## config.mk

```make
export PLATFORM = sky130hd
export DESIGN_NAME = gzip_header_stripper_top
export DESIGN_NICKNAME = d
export VERILOG_FILES = /design/src/sv/gzhs_pkg.sv /design/src/sv/gzhs_parser.sv /design/src/sv/gzhs_rsp_queue.sv /design/src/sv/gzip_header_stripper_top.sv
export SDC_FILE = /design/constraint.sdc
export NUM_CORES = 1
export LEC_CHECK = 0
export CORE_MARGIN = 5
export CORE_UTILIZATION = 28
export DETAILED_ROUTE_END_ITERATION = 8
export DONT_BUFFER_PORTS = 1
export GPL_TIMING_DRIVEN = 0
export SYNTH_ARGS = -nofsm -noshare
export SYNTH_HDL_FRONTEND = slang
export SYNTH_SLANG_ARGS = --single-unit
```

## constraint.sdc

```tcl
create_clock -name clock -period 4.2 [get_ports clock]
set_input_delay 0.63 -clock clock [delete_from_list [all_inputs] [get_ports clock]]
set_output_delay 0.63 -clock clock [all_outputs]
set_load 0.02 [all_outputs]
```

## src/sv/gzhs_pkg.sv

```systemverilog
// Package for the gzip header stripper: item types, parse phases, status codes
// and the header constants shared by the parser, the result queue and the top.
// No dependencies.
`timescale 1ns / 1ps

package gzhs_pkg;

   // Header constants
   localparam logic [7:0] MAGIC_1        = 8'h1F;
   localparam logic [7:0] MAGIC_2        = 8'h8B;
   localparam logic [7:0] METHOD_DEFLATE = 8'h08;
   localparam logic [7:0] FLG_HCRC       = 8'h02;
   localparam logic [7:0] FLG_EXTRA      = 8'h04;
   localparam logic [7:0] FLG_NAME       = 8'h08;
   localparam logic [7:0] FLG_COMMENT    = 8'h10;

   // Bytes after the flag byte in the fixed header, and length of the header CRC
   localparam int FIXED_LEN = 6;
   localparam int HCRC_LEN  = 2;

   // Trailer hold line (CRC32 + ISIZE)
   localparam int HOLD_DEPTH = 8;
   localparam int HOLD_IDX_W = $clog2(HOLD_DEPTH);
   localparam int HOLD_CNT_W = $clog2(HOLD_DEPTH + 1);

   // Result queue
   localparam int RSP_QUEUE_DEPTH = 4;
   localparam int RSP_PTR_W       = $clog2(RSP_QUEUE_DEPTH);
   localparam int RSP_CNT_W       = $clog2(RSP_QUEUE_DEPTH + 1);

   typedef enum logic [1:0] {
      ST_OK         = 2'd0,
      ST_NOT_GZIP   = 2'd1,
      ST_BAD_METHOD = 2'd2,
      ST_TRUNCATED  = 2'd3
   } status_type;

   typedef enum logic [12:0] {
      PH_MAGIC1  = 13'h0001,
      PH_MAGIC2  = 13'h0002,
      PH_METHOD  = 13'h0004,
      PH_FLAGS   = 13'h0008,
      PH_FIXED   = 13'h0010,
      PH_XLEN_LO = 13'h0020,
      PH_XLEN_HI = 13'h0040,
      PH_EXTRA   = 13'h0080,
      PH_NAME    = 13'h0100,
      PH_COMMENT = 13'h0200,
      PH_HCRC    = 13'h0400,
      PH_PAYLOAD = 13'h0800,
      PH_ERROR   = 13'h1000
   } phase_type;

   typedef struct packed {
      logic [7:0] data_byte;
      logic       last;
   } req_type;

   typedef struct packed {
      logic [7:0] out_byte;
      logic       is_payload;
      logic [1:0] status;
      logic       end_of_run;
   } rsp_type;

   // Results of one item handed from the parser to the queue, in order
   typedef struct packed {
      logic    push0;
      logic    push1;
      rsp_type rsp0;
      rsp_type rsp1;
   } push_type;

endpackage

```

## src/sv/gzhs_parser.sv

```systemverilog
// Header parser and trailer hold line: updates the parse state for each accepted
// item and produces up to two results. Depends on gzhs_pkg.
`timescale 1ns / 1ps

module gzhs_parser (
   input  logic              clock,
   input  logic              reset,
   input  logic              accept,
   input  gzhs_pkg::req_type req_data,
   output gzhs_pkg::push_type push
);
   import gzhs_pkg::*;

   // Starting points for the search over the optional fields
   localparam logic [1:0] FROM_EXTRA   = 2'd0;
   localparam logic [1:0] FROM_NAME    = 2'd1;
   localparam logic [1:0] FROM_COMMENT = 2'd2;
   localparam logic [1:0] FROM_HCRC    = 2'd3;

   phase_type               phase_ff, phase_in;
   logic [3:0]              hcount_ff, hcount_in;
   logic [7:0]              flag_ff, flag_in;
   logic [15:0]             extra_ff, extra_in;
   logic [HOLD_CNT_W-1:0]   hold_cnt_ff, hold_cnt_in;
   status_type              err_ff, err_in;
   logic [7:0]              hold_ff [HOLD_DEPTH];
   logic [7:0]              hold_in [HOLD_DEPTH];

   logic       hold_full;
   logic       emit;
   logic [7:0] b;
   status_type end_status;
   rsp_type    pay_rsp, end_rsp;

   function automatic phase_type next_field(input logic [1:0] from,
                                            input logic [7:0] flags);
      phase_type ph;
      priority if (from == FROM_EXTRA && (flags & FLG_EXTRA) != 8'h00) begin
         ph = PH_XLEN_LO;
      end else if (from <= FROM_NAME && (flags & FLG_NAME) != 8'h00) begin
         ph = PH_NAME;
      end else if (from <= FROM_COMMENT && (flags & FLG_COMMENT) != 8'h00) begin
         ph = PH_COMMENT;
      end else if (from <= FROM_HCRC && (flags & FLG_HCRC) != 8'h00) begin
         ph = PH_HCRC;
      end else begin
         ph = PH_PAYLOAD;
      end
      return ph;
   endfunction

   assign b         = req_data.data_byte;
   assign hold_full = (hold_cnt_ff == HOLD_CNT_W'(HOLD_DEPTH));

   always_comb begin
      phase_in    = phase_ff;
      hcount_in   = hcount_ff;
      flag_in     = flag_ff;
      extra_in    = extra_ff;
      hold_cnt_in = hold_cnt_ff;
      err_in      = err_ff;
      hold_in     = hold_ff;
      emit        = 1'b0;

      unique case (phase_ff)
         PH_MAGIC1: begin
            if (b == MAGIC_1) begin
               phase_in = PH_MAGIC2;
            end else begin
               err_in   = ST_NOT_GZIP;
               phase_in = PH_ERROR;
            end
         end
         PH_MAGIC2: begin
            if (b == MAGIC_2) begin
               phase_in = PH_METHOD;
            end else begin
               err_in   = ST_NOT_GZIP;
               phase_in = PH_ERROR;
            end
         end
         PH_METHOD: begin
            if (b == METHOD_DEFLATE) begin
               phase_in = PH_FLAGS;
            end else begin
               err_in   = ST_BAD_METHOD;
               phase_in = PH_ERROR;
            end
         end
         PH_FLAGS: begin
            flag_in   = b;
            hcount_in = 4'd0;
            phase_in  = PH_FIXED;
         end
         PH_FIXED: begin
            hcount_in = hcount_ff + 4'd1;
            if (hcount_in >= 4'(FIXED_LEN)) begin
               phase_in = next_field(FROM_EXTRA, flag_ff);
            end
         end
         PH_XLEN_LO: begin
            extra_in = {8'h00, b};
            phase_in = PH_XLEN_HI;
         end
         PH_XLEN_HI: begin
            extra_in = {b, extra_ff[7:0]};
            phase_in = (extra_in == 16'h0000) ? next_field(FROM_NAME, flag_ff) : PH_EXTRA;
         end
         PH_EXTRA: begin
            extra_in = extra_ff - 16'd1;
            if (extra_in == 16'h0000) begin
               phase_in = next_field(FROM_NAME, flag_ff);
            end
         end
         PH_NAME: begin
            if (b == 8'h00) begin
               phase_in = next_field(FROM_COMMENT, flag_ff);
            end
         end
         PH_COMMENT: begin
            if (b == 8'h00) begin
               phase_in = next_field(FROM_HCRC, flag_ff);
            end
         end
         PH_HCRC: begin
            hcount_in = hcount_ff + 4'd1;
            if (hcount_in >= 4'(HCRC_LEN)) begin
               phase_in = PH_PAYLOAD;
            end
         end
         PH_PAYLOAD: begin
            if (hold_full) begin
               // oldest byte leaves, newest enters at the tail
               emit = 1'b1;
               for (int i = 0; i < HOLD_DEPTH - 1; i++) begin
                  hold_in[i] = hold_ff[i+1];
               end
               hold_in[HOLD_DEPTH-1] = b;
            end else begin
               hold_in[hold_cnt_ff[HOLD_IDX_W-1:0]] = b;
               hold_cnt_in = hold_cnt_ff + 1'b1;
            end
         end
         PH_ERROR: begin
            phase_in = PH_ERROR;
         end
         default: begin
            phase_in = PH_ERROR;
         end
      endcase

      // header CRC counts from zero
      if (phase_ff != PH_HCRC && phase_in == PH_HCRC) begin
         hcount_in = 4'd0;
      end

      // status of the file, from the state after this byte
      priority if (err_in != ST_OK) begin
         end_status = err_in;
      end else if (phase_in == PH_MAGIC1 || phase_in == PH_MAGIC2) begin
         end_status = ST_NOT_GZIP;
      end else if (phase_in != PH_PAYLOAD || hold_cnt_in != HOLD_CNT_W'(HOLD_DEPTH)) begin
         end_status = ST_TRUNCATED;
      end else begin
         end_status = ST_OK;
      end

      pay_rsp.out_byte   = hold_ff[0];
      pay_rsp.is_payload = 1'b1;
      pay_rsp.status     = ST_OK;
      pay_rsp.end_of_run = ~req_data.last;

      end_rsp.out_byte   = 8'h00;
      end_rsp.is_payload = 1'b0;
      end_rsp.status     = end_status;
      end_rsp.end_of_run = 1'b1;

      push.push0 = accept && (emit || req_data.last);
      push.push1 = accept && emit && req_data.last;
      push.rsp0  = emit ? pay_rsp : end_rsp;
      push.rsp1  = end_rsp;

      // final byte: back to the start for the next file
      if (req_data.last) begin
         phase_in    = PH_MAGIC1;
         hcount_in   = 4'd0;
         flag_in     = 8'h00;
         extra_in    = 16'h0000;
         hold_cnt_in = '0;
         err_in      = ST_OK;
      end
   end

   always_ff @(posedge clock) begin
      if (reset) begin
         phase_ff    <= PH_MAGIC1;
         hcount_ff   <= 4'd0;
         flag_ff     <= 8'h00;
         extra_ff    <= 16'h0000;
         hold_cnt_ff <= '0;
         err_ff      <= ST_OK;
      end else if (accept) begin
         phase_ff    <= phase_in;
         hcount_ff   <= hcount_in;
         flag_ff     <= flag_in;
         extra_ff    <= extra_in;
         hold_cnt_ff <= hold_cnt_in;
         err_ff      <= err_in;
      end
   end

   always_ff @(posedge clock) begin
      if (accept) begin
         hold_ff <= hold_in;
      end
   end

endmodule

```

## src/sv/gzhs_rsp_queue.sv

```systemverilog
// Result queue: takes up to two results a cycle from the parser and hands out
// one per cycle on the result channel unless stalled. Depends on gzhs_pkg.
`timescale 1ns / 1ps

module gzhs_rsp_queue (
   input  logic               clock,
   input  logic               reset,
   input  gzhs_pkg::push_type push,
   output logic               no_room,
   output logic               rsp_valid,
   input  logic               rsp_stall,
   output gzhs_pkg::rsp_type  rsp_data
);
   import gzhs_pkg::*;

   rsp_type                entry_ff [RSP_QUEUE_DEPTH];
   logic [RSP_PTR_W-1:0]   head_ff, head_in;
   logic [RSP_PTR_W-1:0]   tail_ff, tail_in;
   logic [RSP_CNT_W-1:0]   count_ff, count_in;
   logic                   pop;
   logic [RSP_PTR_W-1:0]   tail_next;

   assign rsp_valid = (count_ff != '0);
   assign rsp_data  = entry_ff[head_ff];
   assign pop       = rsp_valid && !rsp_stall;
   // an item may bring two results
   assign no_room   = (count_ff > RSP_CNT_W'(RSP_QUEUE_DEPTH - 2));
   assign tail_next = tail_ff + 1'b1;

   always_comb begin
      head_in  = head_ff + RSP_PTR_W'(pop);
      tail_in  = tail_ff + RSP_PTR_W'(push.push0) + RSP_PTR_W'(push.push1);
      count_in = count_ff + RSP_CNT_W'(push.push0) + RSP_CNT_W'(push.push1)
                 - RSP_CNT_W'(pop);
   end

   always_ff @(posedge clock) begin
      if (reset) begin
         head_ff  <= '0;
         tail_ff  <= '0;
         count_ff <= '0;
      end else begin
         head_ff  <= head_in;
         tail_ff  <= tail_in;
         count_ff <= count_in;
      end
   end

   always_ff @(posedge clock) begin
      if (push.push0) begin
         entry_ff[tail_ff] <= push.rsp0;
      end
      if (push.push1) begin
         entry_ff[tail_next] <= push.rsp1;
      end
   end

endmodule

```

## src/sv/gzip_header_stripper_top.sv

```systemverilog
// gzip header stripper, top level: parser feeding a small result queue.
// Depends on gzhs_pkg, gzhs_parser and gzhs_rsp_queue.
`timescale 1ns / 1ps

// Takes a gzip file one byte per item on req_ (last marks the final byte) and
// returns the raw deflate payload one byte per item on rsp_, then one status
// item (is_payload 0) for the file: ok, not gzip, unsupported method or
// truncated. The header is checked and skipped, and the eight trailer bytes are
// held back and never sent. A byte is taken every cycle while req_stall is low;
// the state update of one byte is a single registered step, and its results are
// written into the result queue, which offers them on rsp_. Payload results lag
// their input by eight bytes. The final byte of a file can produce two results,
// which a four-entry result queue absorbs; req_stall rises only while that queue
// holds more than two results. With a consumer that never stalls the queue never
// holds more than two, so a byte is taken in every cycle with no pause.

module gzip_header_stripper_top (
   input  logic              clock,
   input  logic              reset,
   input  logic              req_valid,
   output logic              req_stall,
   input  gzhs_pkg::req_type req_data,
   output logic              rsp_valid,
   input  logic              rsp_stall,
   output gzhs_pkg::rsp_type rsp_data
);
   import gzhs_pkg::*;

   logic     accept;
   push_type push;

   assign accept = req_valid && !req_stall;

   gzhs_parser u_parser (
      .clock    (clock),
      .reset    (reset),
      .accept   (accept),
      .req_data (req_data),
      .push     (push)
   );

   gzhs_rsp_queue u_queue (
      .clock     (clock),
      .reset     (reset),
      .push      (push),
      .no_room   (req_stall),
      .rsp_valid (rsp_valid),
      .rsp_stall (rsp_stall),
      .rsp_data  (rsp_data)
   );

   // final byte always yields an end status result
   a_last_status: assert property (@(posedge clock) disable iff (reset)
      (accept && req_data.last) |->
         ((push.push1 && !push.rsp1.is_payload && push.rsp1.end_of_run) ||
          (push.push0 && !push.push1 && !push.rsp0.is_payload && push.rsp0.end_of_run)))
      else $error("final byte without end status result");

   // results appear only for accepted items
   a_push_needs_accept: assert property (@(posedge clock) disable iff (reset)
      !accept |-> (!push.push0 && !push.push1))
      else $error("result pushed without an accepted item");

   // second slot only filled with the first
   a_push_order: assert property (@(posedge clock) disable iff (reset)
      push.push1 |-> (push.push0 && push.rsp0.is_payload && !push.rsp0.end_of_run))
      else $error("result order broken");

   // queue empties only by delivering
   a_no_lost_result: assert property (@(posedge clock) disable iff (reset)
      ($fell(rsp_valid) && !$past(reset)) |-> $past(!rsp_stall))
      else $error("result dropped while stalled");

endmodule
```

==> Word-level counts from Yosys, hierarchy flattened <==
Memories as Yosys holds them, arrays and structs flattened. A register that Yosys moved wholly into a read port is not among the register bits.
Index checks and enable logic that the tools add are counted.
{ "totals": {"register_bits": 115, "mem_bits_rw": 48, "in_bits": 13, "out_inout_bits": 14, "wordCells": 131, "mem_count": 1} }
{ "op_classes": {"addsub": 10, "order_cmp": 5, "eq_ne": 23, "muxes": 45, "n_bitwise": 2, "n_reduce_logical": 27} }
{ "mem_list": {"columns": ["memory", "words", "width", "read_ports", "rd_clocked_by_memory_dff", "wr", "line_no", "source"], "rows": [
  ["u_queue.entry_ff", 4, 12, 1, 1, 2, "gzhs_rsp_queue.sv:16", "rsp_type entry_ff [RSP_QUEUE_DEPTH];"]
]} }
{ "op_table": {"columns": ["operator", "count"], "rows": [
  ["$mux W13", 12],
  ["$pmux W13 S12", 1],
  ["$bwmux W64", 1],
  ["$mux W64", 1],
  ["$pmux W16 S3", 1],
  ["$mux W12", 3],
  ["$logic_not A16 Y1", 2],
  ["$eq A13 B1 Y1 const B", 2],
  ["$eq A13 B11 Y1 const B", 2],
  ["$eq A13 B2 Y1 const B", 2],
  ["$demux W8 S3", 1],
  ["$mux W4", 5],
  ["$mux W16", 1],
  ["$mux W2", 8],
  ["$sub A16 B1 Y16 const B", 1],
  ["$eq A13 B10 Y1 const B", 1],
  ["$eq A13 B12 Y1 const B", 1],
  ["$eq A13 B3 Y1 const B", 1],
  ["$eq A13 B4 Y1 const B", 1],
  ["$eq A13 B5 Y1 const B", 1],
  ["$eq A13 B6 Y1 const B", 1],
  ["$eq A13 B7 Y1 const B", 1],
  ["$eq A13 B8 Y1 const B", 1],
  ["$eq A13 B9 Y1 const B", 1],
  ["35 further kinds", 60]
]} }

==> Logic depth before layout (Yosys ltp) <==
{ "depth": {"ltp_word": 12, "mapped_depth": 14, "mapped_depth_nobuf": 11} }

==> Modules after synthesis <==
A second synthesis with hierarchy kept.
{ "unflattened": {"hier_cells": 786, "hier_area_um2": 8757.1} }
{ "by_module_without_submodules": {"columns": ["mod", "n_inst", "cells_per_inst", "area_each_um2", "seq_area_each_um2"], "rows": [
  ["gzhs_parser", 1, 628, 6045.8, 2782.7],
  ["gzhs_rsp_queue", 1, 157, 2697.6, 1581.5],
  ["gzip_header_stripper_top", 1, 1, 13.8, 0.0]
]} }

==> Least setup slack after synthesis <==
Ideal clock, no wire load.
{ "synth_timing": {"path_type": "register -> register", "from": "reg u_parser.phase_ff[6]", "to": "reg u_queue.count_ff[2]", "setup_ns": 0.128, "t_arrival_ns": 3.263, "required_time_ns": 4.072, "slack_ns": 0.809, "path_stages_with_launch": 14, "period_less_slack_ns": 3.391, "cell_sequence": "dfxtp_1 -> clkbuf_1 -> nor4_2 -> nand4_1 -> nor2_1 -> o21ai_1 -> clkbuf_1 -> clkbuf_1 -> ha_1 -> inv_1 -> fa_1 -> fa_1 -> xor2_1 -> nor2_1"} }
{ "synth_between": {"elab_chain_len": 7, "elab_cells_between_ends": 9, "cone_classes": "3 x add/sub; 1 x eq/ne; 1 x mux; 4 x reduce/logical"} }
{ "synth_lines": {"columns": ["item", "line_no", "source"], "rows": [
  ["start: declaration", "gzhs_parser.sv:20", "phase_type phase_ff, phase_in;"],
  ["start signal: assignment", "gzhs_parser.sv:203", "phase_ff <= phase_in;"],
  ["$eq A13 B12 Y1 (*)", "gzhs_parser.sv:65", "unique case (phase_ff)"],
  ["$mux W1 (*)", "gzhs_parser.sv:65", null],
  ["$logic_or A1 B1 Y1", "gzhs_parser.sv:178", "push.push0 = accept && (emit || req_data.last);"],
  ["$logic_and A1 B1 Y1", "gzhs_parser.sv:178", null],
  ["$add A3 B1 Y3", "gzhs_rsp_queue.sv:33", "count_in = count_ff + RSP_CNT_W'(push.push0) + RSP_CNT_W'(push.push1)"],
  ["$add A3 B1 Y3 (*)", "gzhs_rsp_queue.sv:33", null],
  ["$sub A3 B1 Y3 (*)", "gzhs_rsp_queue.sv:34", "- RSP_CNT_W'(pop);"],
  ["end signal: assignment", "gzhs_rsp_queue.sv:45", "count_ff <= count_in;"],
  ["end: declaration", "gzhs_rsp_queue.sv:19", "logic [RSP_CNT_W-1:0] count_ff, count_in;"]
]} }
Every way passes the cells marked *; elsewhere a longest branch is shown, timed or not.
A chain may end at the register's enable or synchronous reset.

==> Worst setup path after layout <==
Ends and elaborated chain as after synthesis.

==> results by group <==
Run status
  • Status: finished, final reports clean

Flow run
  • Max-Cap Viols: 0

Synth
  • Syn_nets: 912
  • Dominant cell type by area after synthesis: edfxtp_1
  • Cell variety after synth: 74
  • Synth area leaders: edfxtp_1 (26%), dfxtp_1 (21%), a22o_1 (5.9%)
  • Post-synthesis cell area: 0.00847 mm²
  • Async set-or-reset flop fraction in the synthesized netlist: 0%
  • Synth warn: 0
  • Synth cell count leaders: nor2_1 (93), dfxtp_1 (90), a21oi_1 (72), edfxtp_1 (72), a22o_1 (57)
  • Seq cells post-synth: 162
  • Post-synth EDFFs: 72
  • Most frequent cell after synthesis: nor2_1
  • Cells after Synth: between 800 and 900
  • Main flop type after synthesis: dfxtp_1
  • Register area share after synthesis: 46.8%
  • Synthesized area per cell: 9.55 µm²
  • Top cell type's share of synthesized area: 25.5%

Clock network
  • Clock sink count: between 150 and 200
  • Hold_buf cts: 0
  • Clk buf depth: 2
  • CTS root buffer: clkbuf_16
  • Clock buffer count from CTS: 17
  • Clk Latency, worst-skew pair: about 440 ps
  • CTS tree: yes
  • Worst-path clk slew: approximately 60 ps
  • Setup Fix Bufs, Post-CTS: 0
  • CTS H-Tree Depth: 4

Placed design
  • Post-DP Area: roughly 0.009 mm²
  • Hpwl dp: 15.8 mm
  • RD Place Congestion: 0.850
  • PortBufs: 0

Floorplanning
  • Die area: ~0.034 mm²
  • # rows: 63
  • Die W: ~180 µm
  • # IOs: 27
  • Core ar.: just under 0.03 mm²
  • Initial core utilization: 28.4%
  • Die H: 184 µm

Worst setup path
  • R2R setup slack: 240 ps
  • Critical Path Source Type: flip-flop
  • Cells along the critical path: clkbuf_1, nor4_4, nand4_1, nor2_1, o21ai_2, clkbuf_2, clkbuf_2, ha_1, inv_1, fa_1, fa_1, xor2_1, nor2_1
  • Arr. time, crit path: 4250 ps
  • CP max stage cell: nor4_4
  • Worst-path fanout max: 10
  • CP Capture Type: flip-flop
  • CP delay by family, top: simple AND/OR/NAND/NOR gates
  • Buf/Inv on CP: 4
  • WP data required: 4490 ps
  • Max incr delay on CP: 520 ps
  • WS Path Type: flip-flop to flip-flop

STA
  • Unrepaired setup endpoints after global routing: no
  • Post-Route Skew: 17.8 ps
  • Worst Max-Slew Pin Slew: 1230 ps
  • Slew headroom: approximately 17%
  • Max-slew violations: 0
  • Final Hold Fails: 0
  • Setup TNS: 0 ps
  • Final setup viols: 0
  • Hold_ws: 353 ps
  • Min Tclk post-route: 3960 ps
  • Final period utilization: 94.3%
  • Max Freq: around 250 MHz

Global routing
  • Routing usage on met1: 18.1%
  • Initial antenna violation count: 0
  • Remaining Overflow, GRT: 0
  • Met3 Track Usage GR: between 3 and 4%
  • GRT Overall Usage: 13.5%
  • Vias in the first global route: 6883
  • First-pass GRT wire length: 36.9 mm
  • Gr busiest metal: met2
  • M2 GR Usage: 21.3%
  • Pin count of the biggest net entering global routing: 17

Power and ir drop
  • Clock network fraction of total power: 40.5%
  • Switching Power: 1.10 mW
  • Leakage: ~3.3 nW
  • VDD IR max: 0.249 mV
  • Sw frac: 29.1%
  • Pwr Density: 396 mW/mm²
  • Flop pwr share: between 40% and 50%
  • Internal power: about 2.7 mW
  • Combinational power share: approximately 14%

Route
  • Residual DRC: 0
  • DR vias/cell: 5.33
  • Initial DRC count: 741
  • Drt pass-1 iters: 5
  • Post-DR wirelength/cell: 17.4 µm
  • Final WL: ~23 mm
  • Via Count: roughly 7000
  • DRT antenna net count: 0

Min path
  • Hold WC Path Type: input pin to flip-flop

Finish
  • Layout cells sized above 1: 9.36%
  • ANT cells: 0
  • Synth-to-layout area growth: 12.8%
  • Post-route cell area: roughly 0.0096 mm²
  • Nets@finish: 931
cell families after synthesis:
family	count (synthesis)	share of synthesized area [%]
buf+inv	86	4.36
compound gates	260	20.4
simple gates	329	20.5
flops	162	46.8
fa+ha+maj	12	2.04
mux	17	3.78
xor+xnor	21	2.17
through the flow:
step           power (mW)  utilization (%)  cells  setup WS (ps)
5_1_grt              3.93             32.1   1309           4.05
3_3_place_gp         2.27             30.1   1277          -44.4
6_report             3.78             32.1   1309            240
3_5_place_dp         2.28             30.1   1277          -71.3
2_1_floorplan        2.13                -    887            809
4_1_cts              3.81             32.1   1309            143
flip-flops by register name, indices dropped and copies added, names as in the netlist:
name                  cells
u_parser.hold_cnt_ff      4
u_parser.err_ff           2
u_queue.count_ff          3
u_parser.flag_ff          4
u_parser.extra_ff        16
u_parser.hold_ff         64
u_queue.head_ff           2
u_parser.hcount_ff        4
u_queue.tail_ff           2
u_queue.entry_ff         48
u_parser.phase_ff        13
worst reg2reg max path, stage by stage (launching register included):
cell and delay (ps):
dfxtp_1 300, clkbuf_1 250, nor4_4 520, nand4_1 410, nor2_1 300, o21ai_2 130
clkbuf_2 230, clkbuf_2 260, ha_1 330, inv_1 50, fa_1 440, fa_1 420
xor2_1 160, nor2_1 50
metal layers:
| metal | wire length [µm] | part of all wire, % | vias to the layer above |
|---|---|---|---|
| li1 | - | - | 3345 |
| met1 | 10300 | 45 | 3373 |
| met2 | 10400 | 46 | 222 |
| met3 | 1570 | 6.9 | 32 |
| met4 | 439 | 1.9 | 0 |
| met5 | 0 | 0 | - |
worst paths after layout:
path / from / to / depth (start not counted)
setup / recovery: u_parser.phase_ff[6] / u_queue.count_ff[2] / 13
hold / removal: reset / u_parser.phase_ff[0] / 2
setup reg to reg: u_parser.phase_ff[6] / u_queue.count_ff[2] / 13
hold reg to reg: u_queue.entry_ff[0][9] / u_queue.entry_ff[0][9] / 2
power by group through the flow:
stage	Combinational (mW)	Clock [mW]	Sequential, mW
2_1_floorplan	0.391	0	1.73
3_3_place_gp	0.526	0	1.75
3_5_place_dp	0.535	0	1.75
4_1_cts	0.538	1.56	1.71
5_1_grt	0.591	1.62	1.72
6_report	0.538	1.53	1.71
final cells by class:
| cell class | instances | area (µm²) |
|---|---|---|
| Clock inverter | 13 | 114 |
| Fill cell | 3074 | 20200 |
| Tap cell | 390 | 488 |
| Clock buffer | 19 | 464 |
| Buffer | 70 | 312 |
| Sequential cell | 162 | 3960 |
| Multi-Input combinational cell | 639 | 4160 |
| Inverter | 16 | 60.1 |
what timing repair did:
action	in CTS	in global routing
hold endpoints to repair	0	0
setup endpoints to repair	2	2
resized for setup	2	3
placed cells by master, fill, tap and decap left out, types with 6 or more instances in the layout:
cell type,n
nor2_1,93
dfxtp_1,90
a21oi_1,72
edfxtp_1,72
a22o_1,57
clkbuf_1,47
nand3_1,47
o21ai_0,46
nand2_1,41
nand2b_1,27
a22oi_1,22
nor3_1,18
clkbuf_16,18
inv_1,16
nand4_1,15
xor2_1,13
and2_1,12
nor4_1,12
mux4_2,12
o21ai_1,12
buf_2,10
or3_1,9
ha_1,9
nor3b_1,8
xnor2_1,8
buf_1,7
nor2b_1,7
a21o_1,7
and3_1,6
(Power assumes the default switching activity.)
